<file path="config.mk">
export PLATFORM = sky130hd
export DESIGN_NAME = srgb_luma_grayscale
export DESIGN_NICKNAME = d
export VERILOG_FILES = /design/src/rtl/sl_pkg.sv /design/src/rtl/sl_luma.sv /design/src/rtl/sl_search_step.sv /design/src/rtl/srgb_luma_grayscale.sv
export SDC_FILE = /design/constraint.sdc
export NUM_CORES = 2
export LEC_CHECK = 0
export BUFFER_PORTS_ARGS = -buffer_cell sky130_fd_sc_hd__buf_2
export CAP_MARGIN = 20
export CORE_ASPECT_RATIO = 1.75
export CORE_MARGIN = 4
export CORE_UTILIZATION = 40
export CTS_CLUSTER_SIZE = 30
export DETAILED_ROUTE_END_ITERATION = 6
export GPL_ROUTABILITY_DRIVEN = 0
export SLEW_MARGIN = 5
export SYNTH_ARGS = -nofsm -noshare
export SYNTH_HDL_FRONTEND = slang
export SYNTH_SLANG_ARGS = --single-unit
</file>
<file path="constraint.sdc">
create_clock -name clk -period 12.5 [get_ports clk]
set_clock_uncertainty 0.2 [all_clocks]
set_input_delay 1.875 -clock clk [delete_from_list [all_inputs] [get_ports clk]]
set_output_delay 1.875 -clock clk [all_outputs]
set_load 0.05 [all_outputs]
</file>
<file path="src/rtl/sl_pkg.sv">
// Shared types, constants and constant tables for the sRGB luma grayscale block.
// Standalone package; every rtl module refers to it by scoped names.
`timescale 1ns / 1ps
`default_nettype none

package sl_pkg;

  // Linear-light precision (unsigned Q0.LINEAR_BITS) and encode index resolution.
  localparam int LINEAR_BITS       = 16;
  localparam int ENCODE_INDEX_BITS = 12;

  localparam int CODE_W = 8;
  localparam int NUM_CODES = 1 << CODE_W;
  localparam int WEIGHT_W = 16;
  localparam int PROD_W = LINEAR_BITS + WEIGHT_W;
  localparam int SUM_W = PROD_W + 2;

  localparam logic [WEIGHT_W-1:0] W_RED   = 16'd13933;
  localparam logic [WEIGHT_W-1:0] W_GREEN = 16'd46871;
  localparam logic [WEIGHT_W-1:0] W_BLUE  = 16'd4732;
  localparam logic [SUM_W-1:0] ROUND_HALF = SUM_W'(1 << (WEIGHT_W - 1));

  localparam longint unsigned LIN_MAX = (64'd1 << LINEAR_BITS) - 64'd1;

  // Low bits of Y that the encode index drops; Y is compared with those bits cleared.
  localparam int ENC_DROP = (LINEAR_BITS > ENCODE_INDEX_BITS) ?
                            (LINEAR_BITS - ENCODE_INDEX_BITS) : 0;
  localparam logic [LINEAR_BITS-1:0] REP_MASK = ~(LINEAR_BITS'((1 << ENC_DROP) - 1));

  // Wide enough for the exact fifth-power / twelfth-power comparisons below.
  localparam int BIG_W = 320;

  typedef logic [NUM_CODES-1:0][LINEAR_BITS-1:0] dec_tab_t;

  // One item in the encode search: the masked luminance and the code found so far.
  typedef struct packed {
    logic [LINEAR_BITS-1:0] rep;
    logic [CODE_W-1:0]      code;
  } search_t;

  // Exactly rounded linear value of code c. On the power segment a value L is
  // kept when ((2L-1)/(2*LIN_MAX))^5 <= ((200c+2805)/53805)^12.
  function automatic logic [LINEAR_BITS-1:0] dec_entry(input int unsigned c);
    logic [BIG_W-1:0]  rhs;
    logic [BIG_W-1:0]  lhs;
    logic [BIG_W-1:0]  base;
    logic [BIG_W-1:0]  m;
    logic [63:0]       lin;
    longint unsigned   lo;
    longint unsigned   hi;
    longint unsigned   mid;
    if (64'(c) * 64'd100000 <= 64'd1031475) begin
      lin = (LIN_MAX * 64'(c) * 64'd200 + 64'd329460) / 64'd658920;
      return LINEAR_BITS'(lin);
    end
    base = BIG_W'(64'd200 * 64'(c) + 64'd2805);
    rhs = base;
    for (int i = 0; i < 11; i++) rhs = rhs * base;
    for (int i = 0; i < 5; i++) rhs = rhs * BIG_W'(64'd2 * LIN_MAX);
    lo = 0;
    hi = LIN_MAX;
    while (lo < hi) begin
      mid = lo + ((hi - lo + 64'd1) >> 1);
      m = BIG_W'(64'd2 * mid - 64'd1);
      lhs = m;
      for (int i = 0; i < 4; i++) lhs = lhs * m;
      for (int i = 0; i < 12; i++) lhs = lhs * BIG_W'(64'd53805);
      if (lhs <= rhs) begin
        lo = mid;
      end else begin
        hi = mid - 64'd1;
      end
    end
    return LINEAR_BITS'(lo);
  endfunction

  function automatic dec_tab_t build_dec_tab();
    dec_tab_t t;
    for (int c = 0; c < NUM_CODES; c++) t[c] = dec_entry(c);
    return t;
  endfunction

  // sRGB code to linear light, round((2^LINEAR_BITS - 1) * lin).
  localparam dec_tab_t DEC_TAB = build_dec_tab();

endpackage

`default_nettype wire

</file>
<file path="src/rtl/sl_luma.sv">
// Decode and luminance front end: three register stages that turn an sRGB
// pixel into masked linear luminance. Depends on sl_pkg.
`timescale 1ns / 1ps
`default_nettype none

module sl_luma (
  input  wire logic                     clk,
  input  wire logic                     rst,
  input  wire logic                     valid_in,
  input  wire logic [sl_pkg::CODE_W-1:0] red,
  input  wire logic [sl_pkg::CODE_W-1:0] green,
  input  wire logic [sl_pkg::CODE_W-1:0] blue,
  output logic                          valid_out,
  output sl_pkg::search_t               item_out
);

  logic                             valid1;
  logic                             valid2;
  logic [sl_pkg::LINEAR_BITS-1:0]   lin_r;
  logic [sl_pkg::LINEAR_BITS-1:0]   lin_g;
  logic [sl_pkg::LINEAR_BITS-1:0]   lin_b;
  logic [sl_pkg::PROD_W-1:0]        prod_r;
  logic [sl_pkg::PROD_W-1:0]        prod_g;
  logic [sl_pkg::PROD_W-1:0]        prod_b;
  logic [sl_pkg::SUM_W-1:0]         sum;
  logic [sl_pkg::LINEAR_BITS-1:0]   luma;

  // The weights add up to one in Q0.16, so the rounded luminance fits LINEAR_BITS.
  assign sum = sl_pkg::SUM_W'(prod_r) + sl_pkg::SUM_W'(prod_g)
             + sl_pkg::SUM_W'(prod_b) + sl_pkg::ROUND_HALF;
  assign luma = sum[sl_pkg::WEIGHT_W +: sl_pkg::LINEAR_BITS];

  always_ff @(posedge clk) begin
    if (rst) begin
      valid1    <= 1'b0;
      valid2    <= 1'b0;
      valid_out <= 1'b0;
    end else begin
      valid1    <= valid_in;
      valid2    <= valid1;
      valid_out <= valid2;
    end
  end

  always_ff @(posedge clk) begin
    lin_r <= sl_pkg::DEC_TAB[red];
    lin_g <= sl_pkg::DEC_TAB[green];
    lin_b <= sl_pkg::DEC_TAB[blue];
    prod_r <= sl_pkg::PROD_W'(lin_r) * sl_pkg::PROD_W'(sl_pkg::W_RED);
    prod_g <= sl_pkg::PROD_W'(lin_g) * sl_pkg::PROD_W'(sl_pkg::W_GREEN);
    prod_b <= sl_pkg::PROD_W'(lin_b) * sl_pkg::PROD_W'(sl_pkg::W_BLUE);
    item_out.rep  <= luma & sl_pkg::REP_MASK;
    item_out.code <= '0;
  end

endmodule

`default_nettype wire

</file>
<file path="src/rtl/sl_search_step.sv">
// One registered step of the binary search that re-encodes luminance: decides
// one bit of the gray code against the constant decode table. Depends on sl_pkg.
`timescale 1ns / 1ps
`default_nettype none

module sl_search_step #(
  parameter int STEP_BIT = 0
) (
  input  wire logic             clk,
  input  wire logic             rst,
  input  wire logic             valid_in,
  input  wire sl_pkg::search_t  item_in,
  output logic                  valid_out,
  output sl_pkg::search_t       item_out
);

  logic [sl_pkg::CODE_W-1:0] trial;
  logic                      take;

  // The decode table rises with the code, so the largest code whose linear
  // value does not exceed the luminance is found one bit at a time.
  assign trial = item_in.code | sl_pkg::CODE_W'(1 << STEP_BIT);
  assign take  = sl_pkg::DEC_TAB[trial] <= item_in.rep;

  always_ff @(posedge clk) begin
    if (rst) begin
      valid_out <= 1'b0;
    end else begin
      valid_out <= valid_in;
    end
  end

  always_ff @(posedge clk) begin
    item_out.rep  <= item_in.rep;
    item_out.code <= take ? trial : item_in.code;
  end

endmodule

`default_nettype wire

</file>
<file path="src/rtl/srgb_luma_grayscale.sv">
// Top level of the sRGB to gray converter: luminance front end followed by an
// eight-stage encode search. Depends on sl_pkg, sl_luma and sl_search_step.
//
// Usage: drive red, green and blue and raise start for one cycle per pixel.
// A transfer happens at every rising edge where start is high and busy is low;
// busy is always low, so a new pixel may be presented on every clock.
// Each pixel yields one gray code on gray_out, marked by done for exactly one
// cycle. Throughput is one pixel per cycle; each pixel passes through three
// front-end stages (table decode, weight multiply, sum and round) and then one
// stage per bit of the encode search, and done and gray_out come straight from
// the registers of the last search step.
// Results leave in the order pixels entered. The receiver cannot stall, so
// done is not held and every result must be taken in its cycle.
// A synchronous reset clears all valid bits, so no done pulse follows reset
// until new pixels are transferred. All tables are constants; no fill is needed.
`timescale 1ns / 1ps
`default_nettype none

module srgb_luma_grayscale (
  input  wire logic                      clk,
  input  wire logic                      rst,
  input  wire logic                      start,
  output logic                           busy,
  input  wire logic [sl_pkg::CODE_W-1:0] red_in,
  input  wire logic [sl_pkg::CODE_W-1:0] green_in,
  input  wire logic [sl_pkg::CODE_W-1:0] blue_in,
  output logic                           done,
  output logic [sl_pkg::CODE_W-1:0]      gray_out
);

  logic            vld [sl_pkg::CODE_W+1];
  sl_pkg::search_t stg [sl_pkg::CODE_W+1];

  assign busy = 1'b0;

  sl_luma u_luma (
    .clk       (clk),
    .rst       (rst),
    .valid_in  (start),
    .red       (red_in),
    .green     (green_in),
    .blue      (blue_in),
    .valid_out (vld[0]),
    .item_out  (stg[0])
  );

  for (genvar k = 0; k < sl_pkg::CODE_W; k++) begin : g_search
    sl_search_step #(
      .STEP_BIT (sl_pkg::CODE_W - 1 - k)
    ) u_step (
      .clk       (clk),
      .rst       (rst),
      .valid_in  (vld[k]),
      .item_in   (stg[k]),
      .valid_out (vld[k+1]),
      .item_out  (stg[k+1])
    );
  end

  assign done     = vld[sl_pkg::CODE_W];
  assign gray_out = stg[sl_pkg::CODE_W].code;

endmodule

`default_nettype wire

</file>
==> impl_results.md <==
* Status: finished with violations
* Failing checks: DRC
* Post-Syn Area at 0.0402 mm2
* Most common cell on crit path: fa_1
* DRC at 2
* Endpoints failing setup at 0
* CTS Buf Count at 31
* TritonCTS clock tree: yes
* Primary FF master, synth: dfxtp_1
* Total Routing Usage GR at 26.0%
* CP Class: reg -> reg
* Placed Cells incl. Taps at 6227
* Die area at 0.106 mm2
* Post-synth net total at 6077
* Library cells used by synthesis at 89
* Cell area after placement at 0.0409 mm2
* WP data arrival at 6.05 ns
* Core area at 0.0995 mm2
* CTS clk-pin slew, worst paths at 0.07 ns
* Yosys top cell by area: ha_1
* Initial antenna violation count at 2
* Clk Latency, worst-skew pair at 0.61 ns
* Worst slew pin tran at 1.07 ns
* # IOs at 37
* Htree depth at 1
* PortBufs at 35
* Unrepaired setup endpoints after global routing: false
* Clock sinks at 281
* Req. time, crit path at 12.83 ns
* Drt pass-1 iters at 7
* Die height at 427 um
* Yosys top cell area share at 17.8%
* Yosys warning total at 0
* Main area contributors after synthesis: ha_1 18%, dfxtp_1 14%, fa_1 13%
* Post-synthesis async set-or-reset flop share at 0%
* Fillers at 10354
* Num rows at 153
* TNS Setup at 0 ns
* Avg WL per Cell at 22.5 um
* Vias in the first global route at 38404
* First-pass GRT wire length at 218000 um
* EDFF count, synth at 0
* Clock Root Buffer: clkbuf_16
* Crit path max fanout at 8
* Seq/Total Area, Yosys at 14.0%
* Cts hold-fix bufs at 0
* Non-filler cells, final at 6286
* Initial drt markers at 4685
* Worst setup SP type: flip-flop
* Via Count at 39128
* Min cycle time layout at 5.72 ns
* Initial core utilization at 40.4%
* Hpwl dp at 104000 um
* Drt via density at 6.22
* GRT Residual Overflow at 0
* Fin. max-slew vios at 0
* CP max stage delay at 0.60 ns
* Period Utilization, post-route at 45.8%
* # Post-CTS Setup Buffers at 0
* CTS resizes at 0
* CP cell instances: ha_1, inv_1, fa_1, inv_1, fa_1, fa_1, fa_1, inv_1, fa_1, inv_1, ha_1, a21o_1, a21o_1, a21oi_1, o21ai_0, o21ai_1, o2111ai_1, a21oi_1, xnor2_1
* Critical-path cell with the highest stage delay: dfxtp_1
* Class of the worst hold path: reg -> reg
* Most frequent cell after synthesis: ha_1
* Share of cells above drive strength 1 at 4.59%
* Final standard cell area without fillers at 0.0419 mm2
* Cell count after synthesis at 5210
* Slew margin rel. at 28.6%
* Nets at 5810
* Area grow syn2layout at 4.42%
* Max frequency at 0.175 GHz
* Routed WL at 141000 um
* #FFs+latches synth at 281
* Max_cap viols at 0
* Final core occ at 42.1%
* List of most frequent post-synthesis cells: 571 x ha_1, 510 x inv_1, 501 x a21oi_1
* Die width at 248 um
* Final Hold Vio Count at 0
* Top delay family on crit path: adder cells
* Largest net degree at the start of global routing at 91
* Buffer depth of the longest clock path at 3
* Antenna Violating Nets Remaining at 0
* Mean Syn Cell Area at 7.71 um2
* CP Buf/Inv Count at 4
* CP Capture Type: flip-flop
==> placed cells by master (no fill, tap or decap), types with 64 or more instances in the layout <==
cell type / count
nor2b_1: 64
buf_4: 66
fa_1: 269
a211oi_1: 113
o21ai_0: 444
a31oi_1: 91
o211ai_1: 100
dfxtp_1: 279
a21oi_1: 501
nand3_1: 98
nor3_1: 98
nor2_1: 386
inv_1: 510
nand2_1: 477
ha_1: 571
==> state kept, by name, indices dropped and copies added, names as in the netlist, named ones only <==
name,cells
u_luma.lin_r,16
u_luma.prod_r,30
u_luma.prod_b,27
u_luma.valid1,1
u_luma.item_out,12
u_luma.prod_g,32
g_search.u_step.valid_out,8
u_luma.lin_b,16
u_luma.lin_g,16
u_luma.valid_out,1
u_luma.valid2,1
g_search.u_step.item_out,120
==> per-stage QoR <==
step,setup WS [ns],hold WS [ns]
after floorplan,7.28,0.110
after global placement,6.47,0.113
after detailed placement,6.42,0.112
after CTS,6.79,0.125
after global routing,6.50,0.131
final,6.78,0.127
==> cell type report <==
| type | count | area (um2) | area share (%) |
|---|---|---|---|
| antenna | 1 | 2.50 | 0.00597 |
| inverter | 520 | 1950 | 4.65 |
| tap | 1317 | 1650 | 3.93 |
| multi-input combinational | 4017 | 31000 | 73.9 |
| clock inverter | 20 | 253 | 0.603 |
| clock buffer | 38 | 822 | 1.96 |
| sequential | 281 | 5630 | 13.4 |
| timing repair buffer | 92 | 626 | 1.49 |
==> path summary, 6_finish.rpt <==
| kind | slack, ns | to | cells past startpoint | startpoint |
|---|---|---|---|---|
| max | 6.78 | u_luma.prod_g[28] | 19 | u_luma.lin_g[2] |
| min reg2reg | 0.13 | g_search[2].u_step.item_out[12] | 0 | g_search[1].u_step.item_out[12] |
| max reg2reg | 6.78 | u_luma.prod_g[28] | 19 | u_luma.lin_g[2] |
| min | 0.13 | g_search[2].u_step.item_out[12] | 0 | g_search[1].u_step.item_out[12] |
==> metal layers <==
layer | global-route usage [%] | wire, um | vias to the layer above
met5 | 0 | 15 | -
met4 | 20.5 | 14300 | 2
met3 | 3.77 | 10900 | 755
met2 | 45.8 | 69500 | 2290
met1 | 27.4 | 46500 | 18205
li1 | - | - | 17876
==> cell families after synthesis <==
| family | Yosys count | synth area share [%] |
|---|---|---|
| buffers and inverters | 912 | 8.79 |
| XOR/XNOR | 109 | 2.38 |
| multiplexers | 65 | 2.74 |
| AO/OA/AOI/OAI | 1692 | 26.3 |
| adder cells (fa/ha/maj) | 840 | 31.2 |
| flip-flops | 281 | 14.0 |
| other | 1 | 0.00934 |
| AND/OR/NAND/NOR | 1310 | 14.6 |
Power is not shown: default switching activity piles up to over one toggle a cycle in this logic, so the estimate is an artifact.
